`src/sv/dual_cpu_mailbox_fifo_defines.svh`:
```
// Assertion macros shared by the mailbox RTL.
`ifndef DUAL_CPU_MAILBOX_FIFO_DEFINES_SVH
`define DUAL_CPU_MAILBOX_FIFO_DEFINES_SVH

// Condition that must hold at every clock edge out of reset.
`define DCMF_ASSERT(name, expr, msg) \
    name: assert property (@(posedge clk) disable iff (!rst_n) (expr)) else $error(msg);

// Condition that must hold in the cycle after a trigger.
`define DCMF_ASSERT_NEXT(name, pre, post, msg) \
    name: assert property (@(posedge clk) disable iff (!rst_n) (pre) |=> (post)) else $error(msg);

`endif

```
`src/sv/dcmf_pkg.sv`:
```
// Types, address map and helper function of the dual CPU mailbox.
package dcmf_pkg;

    // Access codes
    localparam logic OP_READ  = 1'b0;
    localparam logic OP_WRITE = 1'b1;

    // Event kinds
    localparam logic [1:0] EV_SYNC           = 2'd0;
    localparam logic [1:0] EV_SEND_EMPTY     = 2'd1;
    localparam logic [1:0] EV_RECV_NOT_EMPTY = 2'd2;

    // Register address map
    localparam logic [26:0] ADDR_SYNC_LO = 27'h4000180;
    localparam logic [26:0] ADDR_SYNC_HI = 27'h4000181;
    localparam logic [26:0] ADDR_CNT_LO  = 27'h4000184;
    localparam logic [26:0] ADDR_CNT_HI  = 27'h4000185;
    localparam logic [26:0] ADDR_SEND0   = 27'h4000188;
    localparam logic [26:0] ADDR_RECV0   = 27'h4100000;

    typedef enum logic {
        ST_IDLE,
        ST_READ
    } dcmf_state_t;

    // One bus access
    typedef struct packed {
        logic        side;
        logic        opcode;
        logic [26:0] address;
        logic [7:0]  write_byte;
        logic        last_byte;
    } acc_t;

    // Result of one access
    typedef struct packed {
        logic [7:0] read_byte;
        logic       event_valid;
        logic       event_side;
        logic [1:0] event_kind;
    } res_t;

    // FIFO memory command (addresses travel separately, sized by depth)
    typedef struct packed {
        logic        wr_en;
        logic        wr_side;
        logic [31:0] wr_data;
        logic        rd_en;
        logic        rd_side;
    } mem_cmd_t;

    // Receive latch capture from memory read data
    typedef struct packed {
        logic        en;
        logic        side;
        logic [31:0] data;
    } cap_t;

    // Align gathered bytes to lane 0, then replicate single bytes or halfwords
    function automatic logic [31:0] mirror_word(input logic [31:0] w, input logic [3:0] lanes);
        logic [31:0] v;
        logic [3:0]  l;
        if (lanes[0])
        begin
            v = w;
            l = lanes;
        end
        else if (lanes[1])
        begin
            v = w >> 8;
            l = lanes >> 1;
        end
        else if (lanes[2])
        begin
            v = w >> 16;
            l = lanes >> 2;
        end
        else if (lanes[3])
        begin
            v = w >> 24;
            l = lanes >> 3;
        end
        else
        begin
            v = w;
            l = 4'd0;
        end
        if (l == 4'd1)
            v = {4{v[7:0]}};
        else if (l == 4'd3)
            v = {2{v[15:0]}};
        return v;
    endfunction

endpackage

```
`src/sv/dcmf_ifs.sv`:
```
// Access and result channel interfaces of the mailbox.
interface dcmf_acc_if;
    logic        valid;
    logic        ready;
    logic        side;
    logic        opcode;
    logic [26:0] address;
    logic [7:0]  write_byte;
    logic        last_byte;

    modport source (output valid, side, opcode, address, write_byte, last_byte, input ready);
    modport sink (input valid, side, opcode, address, write_byte, last_byte, output ready);
endinterface

interface dcmf_res_if;
    logic       valid;
    logic       ready;
    logic [7:0] read_byte;
    logic       event_valid;
    logic       event_side;
    logic [1:0] event_kind;

    modport source (output valid, read_byte, event_valid, event_side, event_kind, input ready);
    modport sink (input valid, read_byte, event_valid, event_side, event_kind, output ready);
endinterface

```
`src/sv/dcmf_ram.sv`:
```
// Generic single-write, single-read RAM with registered read data.
module dcmf_ram #(
    parameter int WIDTH = 32,
    parameter int DEPTH = 16
) (
    input  logic                     clk,
    input  logic                     we,
    input  logic [$clog2(DEPTH)-1:0] waddr,
    input  logic [WIDTH-1:0]         wdata,
    input  logic                     re,
    input  logic [$clog2(DEPTH)-1:0] raddr,
    output logic [WIDTH-1:0]         rdata
);

    logic [WIDTH-1:0] mem [DEPTH];

    always_ff @(posedge clk)
    begin
        if (we)
            mem[waddr] <= wdata;
        if (re)
            rdata <= mem[raddr];
    end

endmodule

```
`src/sv/dcmf_core.sv`:
```
// Per-side mailbox registers, address decode and FIFO pointer logic.
module dcmf_core
    import dcmf_pkg::*;
#(
    parameter int FIFO_DEPTH = 16
) (
    input  logic                          clk,
    input  logic                          rst_n,
    input  logic                          fire,
    input  acc_t                          acc,
    input  cap_t                          cap,
    output res_t                          res,
    output mem_cmd_t                      mem,
    output logic [$clog2(FIFO_DEPTH)-1:0] wr_addr,
    output logic [$clog2(FIFO_DEPTH)-1:0] rd_addr
);

`include "dual_cpu_mailbox_fifo_defines.svh"

    localparam int PW = $clog2(FIFO_DEPTH);
    localparam int CW = PW + 1;

    // Per-side state
    logic [PW-1:0] head_reg [2];
    logic [PW-1:0] head_next [2];
    logic [CW-1:0] count_reg [2];
    logic [CW-1:0] count_next [2];
    logic [3:0]    sync_reg [2];
    logic [3:0]    sync_next [2];
    logic          sync_en_reg [2];
    logic          sync_en_next [2];
    logic          send_irq_reg [2];
    logic          send_irq_next [2];
    logic          recv_irq_reg [2];
    logic          recv_irq_next [2];
    logic          err_reg [2];
    logic          err_next [2];
    logic          enable_reg [2];
    logic          enable_next [2];
    logic [31:0]   asm_reg [2];
    logic [31:0]   asm_next [2];
    logic [3:0]    lanes_reg [2];
    logic [3:0]    lanes_next [2];
    logic [31:0]   latch_reg [2];
    logic [31:0]   latch_next [2];

    logic          s_idx;
    logic          o_idx;
    logic [1:0]    lane;
    logic [31:0]   gathered;
    logic [3:0]    glanes;
    logic [31:0]   word;
    logic [PW:0]   sum;
    logic [PW:0]   inc;
    logic          lvl_before;
    logic          lvl_after;

    // Decode and next-state logic for one access
    always_comb
    begin
        s_idx         = acc.side;
        o_idx         = ~acc.side;
        lane          = acc.address[1:0];
        gathered      = asm_reg[s_idx] | ({24'd0, acc.write_byte} << {lane, 3'b000});
        glanes        = lanes_reg[s_idx] | (4'd1 << lane);
        word          = mirror_word(gathered, glanes);
        sum           = {1'b0, head_reg[s_idx]} + count_reg[s_idx];
        inc           = {1'b0, head_reg[o_idx]} + 1'b1;
        lvl_before    = 1'b0;
        lvl_after     = 1'b0;
        head_next     = head_reg;
        count_next    = count_reg;
        sync_next     = sync_reg;
        sync_en_next  = sync_en_reg;
        send_irq_next = send_irq_reg;
        recv_irq_next = recv_irq_reg;
        err_next      = err_reg;
        enable_next   = enable_reg;
        asm_next      = asm_reg;
        lanes_next    = lanes_reg;
        latch_next    = latch_reg;
        res           = '0;
        mem           = '0;
        wr_addr       = '0;
        rd_addr       = '0;

        if (sum >= (PW+1)'(FIFO_DEPTH))
            sum = sum - (PW+1)'(FIFO_DEPTH);
        if (inc >= (PW+1)'(FIFO_DEPTH))
            inc = inc - (PW+1)'(FIFO_DEPTH);

        if (fire)
        begin
            if (acc.opcode == OP_WRITE)
            begin
                case (acc.address)
                    ADDR_SYNC_HI:
                    begin
                        sync_next[s_idx]    = acc.write_byte[3:0];
                        sync_en_next[s_idx] = acc.write_byte[6];
                        if (acc.write_byte[5] && sync_en_reg[o_idx])
                        begin
                            res.event_valid = 1'b1;
                            res.event_side  = o_idx;
                            res.event_kind  = EV_SYNC;
                        end
                    end
                    ADDR_CNT_LO:
                    begin
                        lvl_before = send_irq_reg[s_idx] && (count_reg[s_idx] == '0);
                        send_irq_next[s_idx] = acc.write_byte[2];
                        if (acc.write_byte[3])
                        begin
                            count_next[s_idx] = '0;
                            head_next[s_idx]  = '0;
                            latch_next[o_idx] = '0;
                        end
                        lvl_after = acc.write_byte[2] && (count_next[s_idx] == '0);
                        if (!lvl_before && lvl_after)
                        begin
                            res.event_valid = 1'b1;
                            res.event_side  = s_idx;
                            res.event_kind  = EV_SEND_EMPTY;
                        end
                    end
                    ADDR_CNT_HI:
                    begin
                        lvl_before = recv_irq_reg[s_idx] && (count_reg[o_idx] != '0);
                        if (acc.write_byte[6])
                            err_next[s_idx] = 1'b0;
                        recv_irq_next[s_idx] = acc.write_byte[2];
                        enable_next[s_idx]   = acc.write_byte[7];
                        lvl_after = acc.write_byte[2] && (count_reg[o_idx] != '0);
                        if (!lvl_before && lvl_after)
                        begin
                            res.event_valid = 1'b1;
                            res.event_side  = s_idx;
                            res.event_kind  = EV_RECV_NOT_EMPTY;
                        end
                    end
                    default:
                    begin
                        // Send register: gather bytes, push on the final one
                        if (acc.address[26:2] == ADDR_SEND0[26:2])
                        begin
                            if (!acc.last_byte)
                            begin
                                asm_next[s_idx]   = gathered;
                                lanes_next[s_idx] = glanes;
                            end
                            else
                            begin
                                asm_next[s_idx]   = '0;
                                lanes_next[s_idx] = '0;
                                if (enable_reg[s_idx])
                                begin
                                    lvl_before = recv_irq_reg[o_idx] && (count_reg[s_idx] != '0);
                                    if (count_reg[s_idx] == CW'(FIFO_DEPTH))
                                        err_next[s_idx] = 1'b1;
                                    else
                                    begin
                                        mem.wr_en         = 1'b1;
                                        mem.wr_side       = s_idx;
                                        mem.wr_data       = word;
                                        wr_addr           = sum[PW-1:0];
                                        count_next[s_idx] = count_reg[s_idx] + 1'b1;
                                        // Latch tracks the front word: new only if FIFO was empty
                                        if (count_reg[s_idx] == '0)
                                            latch_next[o_idx] = word;
                                    end
                                    lvl_after = recv_irq_reg[o_idx] && (count_next[s_idx] != '0);
                                    if (!lvl_before && lvl_after)
                                    begin
                                        res.event_valid = 1'b1;
                                        res.event_side  = o_idx;
                                        res.event_kind  = EV_RECV_NOT_EMPTY;
                                    end
                                end
                            end
                        end
                    end
                endcase
            end
            else
            begin
                case (acc.address)
                    ADDR_SYNC_LO:
                        res.read_byte = {4'd0, sync_reg[o_idx]};
                    ADDR_SYNC_HI:
                        res.read_byte = {1'b0, sync_en_reg[s_idx], 2'b00, sync_reg[s_idx]};
                    ADDR_CNT_LO:
                        res.read_byte = {5'd0, send_irq_reg[s_idx],
                                         count_reg[s_idx] == CW'(FIFO_DEPTH),
                                         count_reg[s_idx] == '0};
                    ADDR_CNT_HI:
                        res.read_byte = {enable_reg[s_idx], err_reg[s_idx], 3'd0,
                                         recv_irq_reg[s_idx],
                                         count_reg[o_idx] == CW'(FIFO_DEPTH),
                                         count_reg[o_idx] == '0};
                    default:
                    begin
                        // Receive register: final byte pops the other side's FIFO
                        if (acc.address[26:2] == ADDR_RECV0[26:2])
                        begin
                            res.read_byte = 8'(latch_reg[s_idx] >> {lane, 3'b000});
                            if (acc.last_byte && enable_reg[s_idx])
                            begin
                                lvl_before = send_irq_reg[o_idx] && (count_reg[o_idx] == '0);
                                if (count_reg[o_idx] == '0)
                                    err_next[s_idx] = 1'b1;
                                else
                                begin
                                    head_next[o_idx]  = inc[PW-1:0];
                                    count_next[o_idx] = count_reg[o_idx] - 1'b1;
                                    // Fetch the new front word unless the FIFO ran dry
                                    if (count_reg[o_idx] != CW'(1))
                                    begin
                                        mem.rd_en   = 1'b1;
                                        mem.rd_side = o_idx;
                                        rd_addr     = inc[PW-1:0];
                                    end
                                end
                                lvl_after = send_irq_reg[o_idx] && (count_next[o_idx] == '0);
                                if (!lvl_before && lvl_after)
                                begin
                                    res.event_valid = 1'b1;
                                    res.event_side  = o_idx;
                                    res.event_kind  = EV_SEND_EMPTY;
                                end
                            end
                        end
                    end
                endcase
            end
        end

        // Front word arriving from memory after a pop
        if (cap.en)
            latch_next[cap.side] = cap.data;
    end

    // State registers
    always_ff @(posedge clk or negedge rst_n)
    begin
        if (!rst_n)
        begin
            for (int i = 0; i < 2; i++)
            begin
                head_reg[i]     <= '0;
                count_reg[i]    <= '0;
                sync_reg[i]     <= '0;
                sync_en_reg[i]  <= 1'b0;
                send_irq_reg[i] <= 1'b0;
                recv_irq_reg[i] <= 1'b0;
                err_reg[i]      <= 1'b0;
                enable_reg[i]   <= 1'b0;
                asm_reg[i]      <= '0;
                lanes_reg[i]    <= '0;
                latch_reg[i]    <= '0;
            end
        end
        else
        begin
            head_reg     <= head_next;
            count_reg    <= count_next;
            sync_reg     <= sync_next;
            sync_en_reg  <= sync_en_next;
            send_irq_reg <= send_irq_next;
            recv_irq_reg <= recv_irq_next;
            err_reg      <= err_next;
            enable_reg   <= enable_next;
            asm_reg      <= asm_next;
            lanes_reg    <= lanes_next;
            latch_reg    <= latch_next;
        end
    end

    // Fill counts stay within depth; capture never overlaps an access
    `DCMF_ASSERT(a_count0_range, count_reg[0] <= CW'(FIFO_DEPTH), "side 0 count over depth")
    `DCMF_ASSERT(a_count1_range, count_reg[1] <= CW'(FIFO_DEPTH), "side 1 count over depth")
    `DCMF_ASSERT(a_cap_no_fire, !(cap.en && fire), "latch capture during an access")

endmodule

```
`src/sv/dual_cpu_mailbox_fifo.sv`:
```
// Top level of the dual CPU mailbox: handshake control, FIFO memories, result register.
//
// Channels: req carries one byte access per item (side, opcode, address,
// write_byte, last_byte); rsp returns one result item per access (read_byte
// and an optional interrupt event: event_valid, event_side, event_kind).
// Both use valid/ready; an item moves when both are high at a clock edge.
// The result is offered on rsp the cycle after the access is taken.
// Throughput: one access per cycle for most accesses while rsp is ready; a
// final receive read that leaves words in the FIFO holds req.ready low in ST_READ
// while the new front word is read from the FIFO memory into the receive latch.
// A single result register holds the item; while rsp is stalled req.ready
// stays low, and a new access is taken in the same cycle the result leaves.
// Reset (rst_n, async, active low) empties both FIFOs and clears all
// control, sync and latch registers; FIFO memory contents are not cleared.
// FIFO_DEPTH sets the entries per direction (2 to 256).
module dual_cpu_mailbox_fifo
    import dcmf_pkg::*;
#(
    parameter int FIFO_DEPTH = 16
) (
    input  logic       clk,
    input  logic       rst_n,
    dcmf_acc_if.sink   req,
    dcmf_res_if.source rsp
);

`include "dual_cpu_mailbox_fifo_defines.svh"

    localparam int PW = $clog2(FIFO_DEPTH);

    dcmf_state_t   state_reg;
    dcmf_state_t   state_next;
    logic          rd_side_reg;
    logic          rd_side_next;
    logic          out_valid_reg;
    logic          out_valid_next;
    res_t          out_data_reg;
    res_t          out_data_next;

    logic          fire;
    acc_t          acc;
    res_t          res;
    mem_cmd_t      mem_cmd;
    cap_t          cap;
    logic [PW-1:0] wr_addr;
    logic [PW-1:0] rd_addr;
    logic [31:0]   ram_rdata [2];

    assign acc.side       = req.side;
    assign acc.opcode     = req.opcode;
    assign acc.address    = req.address;
    assign acc.write_byte = req.write_byte;
    assign acc.last_byte  = req.last_byte;

    assign fire = req.valid && req.ready;

    assign cap.en   = (state_reg == ST_READ);
    assign cap.side = ~rd_side_reg;
    assign cap.data = ram_rdata[rd_side_reg];

    assign rsp.valid       = out_valid_reg;
    assign rsp.read_byte   = out_data_reg.read_byte;
    assign rsp.event_valid = out_data_reg.event_valid;
    assign rsp.event_side  = out_data_reg.event_side;
    assign rsp.event_kind  = out_data_reg.event_kind;

    dcmf_core #(
        .FIFO_DEPTH(FIFO_DEPTH)
    ) u_core (
        .clk     (clk),
        .rst_n   (rst_n),
        .fire    (fire),
        .acc     (acc),
        .cap     (cap),
        .res     (res),
        .mem     (mem_cmd),
        .wr_addr (wr_addr),
        .rd_addr (rd_addr)
    );

    // One FIFO memory per sending side
    for (genvar i = 0; i < 2; i++)
    begin : g_fifo_mem
        dcmf_ram #(
            .WIDTH(32),
            .DEPTH(FIFO_DEPTH)
        ) u_ram (
            .clk   (clk),
            .we    (mem_cmd.wr_en && (mem_cmd.wr_side == 1'(i))),
            .waddr (wr_addr),
            .wdata (mem_cmd.wr_data),
            .re    (mem_cmd.rd_en && (mem_cmd.rd_side == 1'(i))),
            .raddr (rd_addr),
            .rdata (ram_rdata[i])
        );
    end

    // Access sequencing and result register control
    always_comb
    begin
        state_next     = state_reg;
        rd_side_next   = rd_side_reg;
        out_valid_next = out_valid_reg;
        out_data_next  = out_data_reg;
        req.ready      = 1'b0;

        case (state_reg)
            ST_IDLE:
            begin
                req.ready = !out_valid_reg || rsp.ready;
                if (fire && mem_cmd.rd_en)
                begin
                    state_next   = ST_READ;
                    rd_side_next = mem_cmd.rd_side;
                end
            end
            ST_READ:
                state_next = ST_IDLE;
            default:
                state_next = ST_IDLE;
        endcase

        if (fire)
        begin
            out_valid_next = 1'b1;
            out_data_next  = res;
        end
        else if (rsp.ready)
            out_valid_next = 1'b0;
    end

    always_ff @(posedge clk or negedge rst_n)
    begin
        if (!rst_n)
        begin
            state_reg     <= ST_IDLE;
            rd_side_reg   <= 1'b0;
            out_valid_reg <= 1'b0;
        end
        else
        begin
            state_reg     <= state_next;
            rd_side_reg   <= rd_side_next;
            out_valid_reg <= out_valid_next;
        end
    end

    always_ff @(posedge clk)
    begin
        out_data_reg <= out_data_next;
    end

    `DCMF_ASSERT_NEXT(a_pop_reads, fire && mem_cmd.rd_en, state_reg == ST_READ, "pop read not tracked")
    `DCMF_ASSERT(a_no_rw_same, !(mem_cmd.wr_en && mem_cmd.rd_en), "FIFO write and read in one access")
    `DCMF_ASSERT_NEXT(a_result_follows, fire, rsp.valid, "accepted access gave no result")

endmodule
```
`src/flat_wrapper.sv`:
```
// flat-port wrapper written by rule: the top's interface ports become plain ports
module dual_cpu_mailbox_fifo_flat import dcmf_pkg::*;
#(
    parameter int FIFO_DEPTH = 16
)
  (clk, rst_n, req_valid, req_side, req_opcode, req_address, req_write_byte, req_last_byte, req_ready, rsp_valid, rsp_read_byte, rsp_event_valid, rsp_event_side, rsp_event_kind, rsp_ready);
  dcmf_acc_if req_i ();
  dcmf_res_if rsp_i ();
  input  logic clk;
  input  logic rst_n;
  input wire logic [$bits(req_i.valid)-1:0] req_valid;
  input wire logic [$bits(req_i.side)-1:0] req_side;
  input wire logic [$bits(req_i.opcode)-1:0] req_opcode;
  input wire logic [$bits(req_i.address)-1:0] req_address;
  input wire logic [$bits(req_i.write_byte)-1:0] req_write_byte;
  input wire logic [$bits(req_i.last_byte)-1:0] req_last_byte;
  output wire logic [$bits(req_i.ready)-1:0] req_ready;
  output wire logic [$bits(rsp_i.valid)-1:0] rsp_valid;
  output wire logic [$bits(rsp_i.read_byte)-1:0] rsp_read_byte;
  output wire logic [$bits(rsp_i.event_valid)-1:0] rsp_event_valid;
  output wire logic [$bits(rsp_i.event_side)-1:0] rsp_event_side;
  output wire logic [$bits(rsp_i.event_kind)-1:0] rsp_event_kind;
  input wire logic [$bits(rsp_i.ready)-1:0] rsp_ready;
  assign req_i.valid = req_valid;
  assign req_i.side = req_side;
  assign req_i.opcode = req_opcode;
  assign req_i.address = req_address;
  assign req_i.write_byte = req_write_byte;
  assign req_i.last_byte = req_last_byte;
  assign req_ready = req_i.ready;
  assign rsp_valid = rsp_i.valid;
  assign rsp_read_byte = rsp_i.read_byte;
  assign rsp_event_valid = rsp_i.event_valid;
  assign rsp_event_side = rsp_i.event_side;
  assign rsp_event_kind = rsp_i.event_kind;
  assign rsp_i.ready = rsp_ready;
  dual_cpu_mailbox_fifo #(.FIFO_DEPTH(FIFO_DEPTH)) u_core (.clk(clk), .rst_n(rst_n), .req(req_i), .rsp(rsp_i));
endmodule
```
`config.mk`:
```
export PLATFORM = sky130hd
export DESIGN_NAME = dual_cpu_mailbox_fifo_flat
export DESIGN_NICKNAME = d
export VERILOG_FILES = /design/src/sv/dcmf_pkg.sv /design/src/sv/dcmf_ifs.sv /design/src/sv/dcmf_ram.sv /design/src/sv/dcmf_core.sv /design/src/sv/dual_cpu_mailbox_fifo.sv /design/src/flat_wrapper.sv
export VERILOG_INCLUDE_DIRS = /design/src /design/src/sv
export SDC_FILE = /design/constraint.sdc
export NUM_CORES = 2
export LEC_CHECK = 0
export ABC_AREA = 1
export BUFFER_PORTS_ARGS = -buffer_cell sky130_fd_sc_hd__buf_4
export CORE_AREA = 2 2 337 339
export DETAILED_ROUTE_END_ITERATION = 8
export DIE_AREA = 0 0 339 341
export PLACE_DENSITY = 0.67
export SLEW_MARGIN = 20
export SYNTH_ARGS = -nofsm -noshare
export SYNTH_HDL_FRONTEND = slang
export SYNTH_SLANG_ARGS = --single-unit
```
`constraint.sdc`:
```
create_clock -name clk -period 5.3 [get_ports clk]
set_clock_uncertainty 0.1 [all_clocks]
set_input_delay 1.06 -clock clk [delete_from_list [all_inputs] [get_ports clk]]
set_output_delay 1.06 -clock clk [all_outputs]
set_load 0.005 [all_outputs]
```
**After elaboration in Yosys (flattened, before gate mapping)**

Memories as Yosys holds them, arrays and structs flattened. A register that Yosys moved wholly into a read port is not among the register bits.
Index checks and enable logic that the tools add are counted.

- Input port bits: 42
- Output and inout bits: 14
- Memory bits (writable): 1024
- Bits in registers: 187
- Memories: 2

- Bitwise logic cells: 24
- Shifts and indexed selects: 3
- Reduce and logical (&&, ||, !) cells: 52
- Equal/unequal tests: 25
- Add/sub/neg operators: 6
- Magnitude comparators: 9
- Multiplexer cells: 208

Memories:

| memory | depth | width | read ports | clocked after memory_dff | wr ports | RTL line | source |
|---|---|---|---|---|---|---|---|
| u_core.g_fifo_mem[0].u_ram.mem | 16 | 32 | 1 | 1 | 1 | dcmf_ram.sv:15 | `logic [WIDTH-1:0] mem [DEPTH];` |
| u_core.g_fifo_mem[1].u_ram.mem | 16 | 32 | 1 | 1 | 1 | dcmf_ram.sv:15 |  |

Operator list:

| cell | number |
|---|---|
| $mux 64 | 10 |
| $mux 32 | 18 |
| $mux 10 | 24 |
| $mux 34 | 6 |
| $bwmux 64 | 3 |
| $mux 4 | 46 |
| $and 64x64->64 | 2 |
| $not 64->64 | 2 |
| $pmux 64 s2 | 1 |
| $eq 27x27->1 const B | 4 |
| $demux 32 s1 | 3 |
| $mux 5 | 17 |
| $mux 8 | 8 |
| $eq 25x25->1 const B | 2 |
| $mux 36 | 1 |
| $mux 1 | 34 |
| $mux 2 | 17 |
| $or 32x32->32 | 1 |
| $pmux 8 s4 | 1 |
| $shl 8x5->32 | 1 |
| $shr 32x5->8 | 1 |
| $bwmux 8 | 3 |
| $logic_and 1x1->1 | 23 |
| $ne 3x1->1 const B | 7 |
| 50 further kinds | 92 |

**Longest topological paths before layout**

- Depth after elaboration: 25
- Gate-level depth with buffers: 21
- Mapped depth without buffers: 17

**By module**

A second synthesis with hierarchy kept.

- Cell total of the unflattened synthesis: 6372
- Area total of the unflattened synthesis: 59804.9 sq um

Modules (own cells, without submodules):

| module | cells an instance | seq. area each (sq um) | times used | area an instance (sq um) |
|---|---|---|---|---|
| dcmf_ram | 2120 | 16335.7 | 2 | 23050.9 |
| dcmf_core | 1992 | 4304.1 | 1 | 12682.2 |
| dual_cpu_mailbox_fifo | 140 | 435.4 | 1 | 1021.0 |

**Least setup slack after synthesis**

OpenSTA, ideal clock, no wires.

- Path kind: input to register
- Start point: input port req_side
- End point: memory u_core.g_fifo_mem[0].u_ram.mem[4][0], enable pin
- Data arrival time: 5.073 ns
- Buffers on the path: 8
- Stages on the path: 16
- Slack: -0.294 ns
- Required time: 4.779 ns
- Cells stage by stage: buf_6 -> buf_6 -> buf_4 -> buf_2 -> buf_2 -> buf_2 -> buf_2 -> buf_2 -> o21ai_0 -> ha_1 -> fa_1 -> xor2_1 -> inv_1 -> nor3_2 -> nand2_1 -> nor2_1

- Longest elaborated chain between the ends: 16
- Elaborated cells between the ends (all ways): 33
- Those cells by class: add/sub (2); order compare (1); eq/ne (1); mux (26); bitwise (2); reduce/logical (1)

RTL lines:

| element | RTL line | source |
|---|---|---|
| start, declared | flat_wrapper.sv:12 | `input wire logic [$bits(req_i.side)-1:0] req_side;` |
| branches (longest 16 deep; another with $add 4x5->5) | - |  |
| end, declared | dcmf_ram.sv:15 |  |

Several ways; the timed one is not identified. The select of a mux whose other input is x is not followed.

**Worst setup path after layout**

- Start point: input port req_side
- End point: register u_core.g_fifo_mem[1].u_ram.rdata[30], read port of u_core.g_fifo_mem[1].u_ram.mem, data pin

- Longest elaborated chain between the ends: 15
- Elaborated cells between the ends (all ways): 34
- Those cells by class: add/sub (2); order compare (1); eq/ne (1); mux (24); bitwise (3); reduce/logical (3)

RTL lines:

| element | RTL line | source |
|---|---|---|
| $not 1->1 | dcmf_core.sv:62 | `o_idx = ~acc.side;` |
| $not 1->2 (not written as such) | dcmf_core.sv:68, dcmf_core.sv:209, dcmf_core.sv:216 |  |
| $mux 4 (not written as such) (3 in a row) | dcmf_core.sv:68 | `inc = {1'b0, head_reg[o_idx]} + 1'b1;` |
| $add 4x1->5 | dcmf_core.sv:68 |  |
| $sub 4x1->4 or $ge 5x5->1 (tied branches) | dcmf_core.sv:90, dcmf_core.sv:89 |  |
| $mux 4 | dcmf_core.sv:89 | `if (inc >= (PW+1)'(FIFO_DEPTH))` |
| $mux 4 | dcmf_core.sv:216 | `if (count_reg[o_idx] != CW'(1))` |
| $mux 4 | dcmf_core.sv:209 | `if (count_reg[o_idx] == '0)` |
| $mux 4 | dcmf_core.sv:206 | `if (acc.last_byte && enable_reg[s_idx])` |
| $mux 4 | dcmf_core.sv:203 | `if (acc.address[26:2] == ADDR_RECV0[26:2])` |
| $mux 4 | dcmf_core.sv:186 | `case (acc.address)` |
| $mux 4 | dcmf_core.sv:94 | `if (acc.opcode == OP_WRITE)` |
| $mux 4 | dcmf_core.sv:92 | `if (fire)` |
| end, declared | dcmf_ram.sv:12 | `output logic [WIDTH-1:0] rdata` |

Parallel ways exist; a longest one is shown, timed or not. The select of a mux whose other input is x is not followed.
A chain may end at the register's enable or synchronous reset.

==> out/results.txt <==
# DRC: 0
Yosys top cell by area: edfxtp_1
Mapped cell area: 58,000 um^2
Post-synth EDFFs: 1,100
Antenna violations before repair: 4
Worst-path clk slew: 60 ps
CTS buffer count: 136
Top_reg_cell synth: edfxtp_1
Worst R2R Start: u_core.u_core.count_reg[6]
Most common library cell in the layout ignoring fill and taps: nand2_1
Max clock buf depth: 3
Critical path endpoint category: flop
Critical Path AT: 4680 ps
Gr ovfl total: 0
Final Hold Fails: 0
Number of antenna diodes: 0
Status: complete, but fails checks
Violated checks: max-slew violations
Core area: 112,000 um^2
First-pass GRT wire length: 263,000 um
Fin area: 65,300 um^2
Crit path max fanout: 210
Initial Util: 0.518
Die width: 339 um
Via count: 44,100
Area grow syn2layout: 12.7%
Reg2reg end: u_core.g_fifo_mem[1].u_ram.mem[7][0]
Pwr Density: 337 nW/um^2
DP HPWL: 103,000 um
Fin util: 0.584
Clk root buf: clkbuf_16
Cell variety after synth: 59
Largest net degree at the start of global routing: 211
Setup violators final: 0
Rows: 123
CTS resizes: 0
FMAX: 234 MHz
CP Data Required Time: 5710 ps
Clock power frac: 0.433
Rel. slew slack: -0.0417
DP Area: 60,900 um^2
Async SR Flop Fraction: 0.137
RSZ-0062 raised after global routing: no
Hold Path Class: input pin to asynchronous set/reset pin
Synth Register Bits: 1,275
Synth top area share: 0.570
Port Buffers: 55
Max VDD drop: 0.317 mV
Flop pwr share: 0.496
Worst Setup EP: u_core.g_fifo_mem[1].u_ram.rdata[30]
Total setup buffers inserted after CTS: 0
Nets: 6,040
Clk sinks: 1,275
Worst R2R Path Depth: 14
Iter 0 DRT Violations: 5,399
Seq/Total Area, Yosys: 0.645
All-Layer GR Usage: 0.304
Vias in the first global route: 41,300
H-tree Lvls: 4
Max cap viols: 0
Max reg flops: 1,024
Crit path launch: req_side
Fin crit period: 4270 ps
P_sw: 5320 uW
Largest Register: u_core.g_fifo_mem.u_ram.mem
Synthesized instance count: 5,945
Clock latency reported for the late side of the worst-skew pair: 760 ps
Gp weighted congestion: 0.934
CTS tree: yes
Drt wl/cell: 23.3 um
DIE HEIGHT: 341 um
Die area: 116,000 um^2
Yosys warnings: 0
I/O Pins: 56
Avg Inst Size Synth: 9.75 um^2
Final period utilization: 0.806
FF-to-FF setup slack: 1670 ps
Worst-Margin Slew: 1560 ps
Final WL: 177,000 um
Worst hold margin: 282 ps
Logic pwr share: 0.072
Net Sw Frac: 0.242
Ranking of synthesized cells by area: edfxtp_1, nand2_1, dfrtp_1
Drt first pass iters: 6
Crit Path Category: input pin to flop
Pwr Total: 22,000 uW
Pleak: 0.0274 uW
Post-route ant nets: 0
Syn_nets: 5,997
Cts hold-fix bufs: 0
CP Launch Type: input pin
Vias per cell: 5.80
Pint: 16,700 uW
Max-slew violation count: 69
Most frequent cells in the layout: nand2_1, edfxtp_1, nand3_1, inv_1, nor2_1
Share of layout cells above drive strength 1: 0.0905
## metal layers
layer,wire length [um],share of wire,GRT usage,vias to the layer above
li1,-,-,-,20000
met1,69200,0.39,0.408,21300
met2,82800,0.47,0.489,2358
met3,17800,0.10,0.0575,438
met4,7330,0.041,0.125,2
met5,10,0.000056,0,-
## stage by stage
stage	setup slack, ps	std cells	setup TNS [ps]
2_1_floorplan	-294	5945	-75260
3_3_place_gp	651	7350	0
3_5_place_dp	629	7350	0
4_1_cts	1350	7601	0
5_1_grt	1100	7601	0
6_report	1030	7601	0
## cells in the mapped netlist, types with 9 or more instances
library cell,number
o21bai_1,9
buf_2,162
o21ai_1,43
o22ai_1,44
o21a_1,10
buf_4,29
inv_1,727
edfxtp_1,1100
ha_1,9
a21oi_1,164
buf_1,13
nand3_1,749
clkbuf_1,116
nand2_1,1379
inv_2,19
nand4_1,84
o21ai_0,400
nor2_1,579
o211ai_1,13
nor2_2,17
dfrtp_1,175
## area by class of cell
| cell class | instances | area (um^2) |
|---|---|---|
| clock buffers | 181 | 3710 |
| clock inverters | 70 | 729 |
| fillers | 9344 | 46500 |
| inverters | 749 | 2830 |
| multi-input cells | 3598 | 16600 |
| flip-flops and latches | 1275 | 37400 |
| well taps | 1500 | 1880 |
| repair buffers | 228 | 2190 |
## critical path, cell delays in order
cell	delay, ps
buf_4	230
inv_4	110
buf_12	260
buf_4	520
nand2_1	140
nand2_1	120
ha_1	280
nand3_4	170
buf_12	400
nor2_1	80
o21ai_0	160
nand3_1	130
nand3_1	220
nand2_1	80
## power groups by stage
stage	registers, uW	clock network, uW	logic, uW
2_1_floorplan	11100	0	959
3_3_place_gp	11100	0	1530
3_5_place_dp	11100	0	1530
4_1_cts	10900	9600	1540
5_1_grt	10900	9990	1690
6_report	10900	9510	1580
## cells by family after synthesis
logic type                 synth area share
and+or+nand+nor                       0.209
DFF                                   0.645
buffers and inverters                0.0752
AOI/OAI and AO/OA                    0.0671
adders and majority gates           0.00229
xor gates and xnor gates            0.00136
muxes                              0.000173
## worst min path at each step
stage	startpoint	cells after the start	slack, ps	endpoint
CTS	rst_n	1	300	u_core.u_core.asm_reg[13]
global placement	flop	2	350	flop
detailed placement	flop	2	370	flop
floorplan	u_core.g_fifo_mem[0].u_ram.rdata[15]	2	330	u_core.u_core.latch_reg[15]
global route	rst_n	1	320	u_core.u_core.asm_reg[13]
finish	rst_n	1	280	u_core.u_core.asm_reg[13]
No activity file was read; power rests on OpenSTA's default activity.
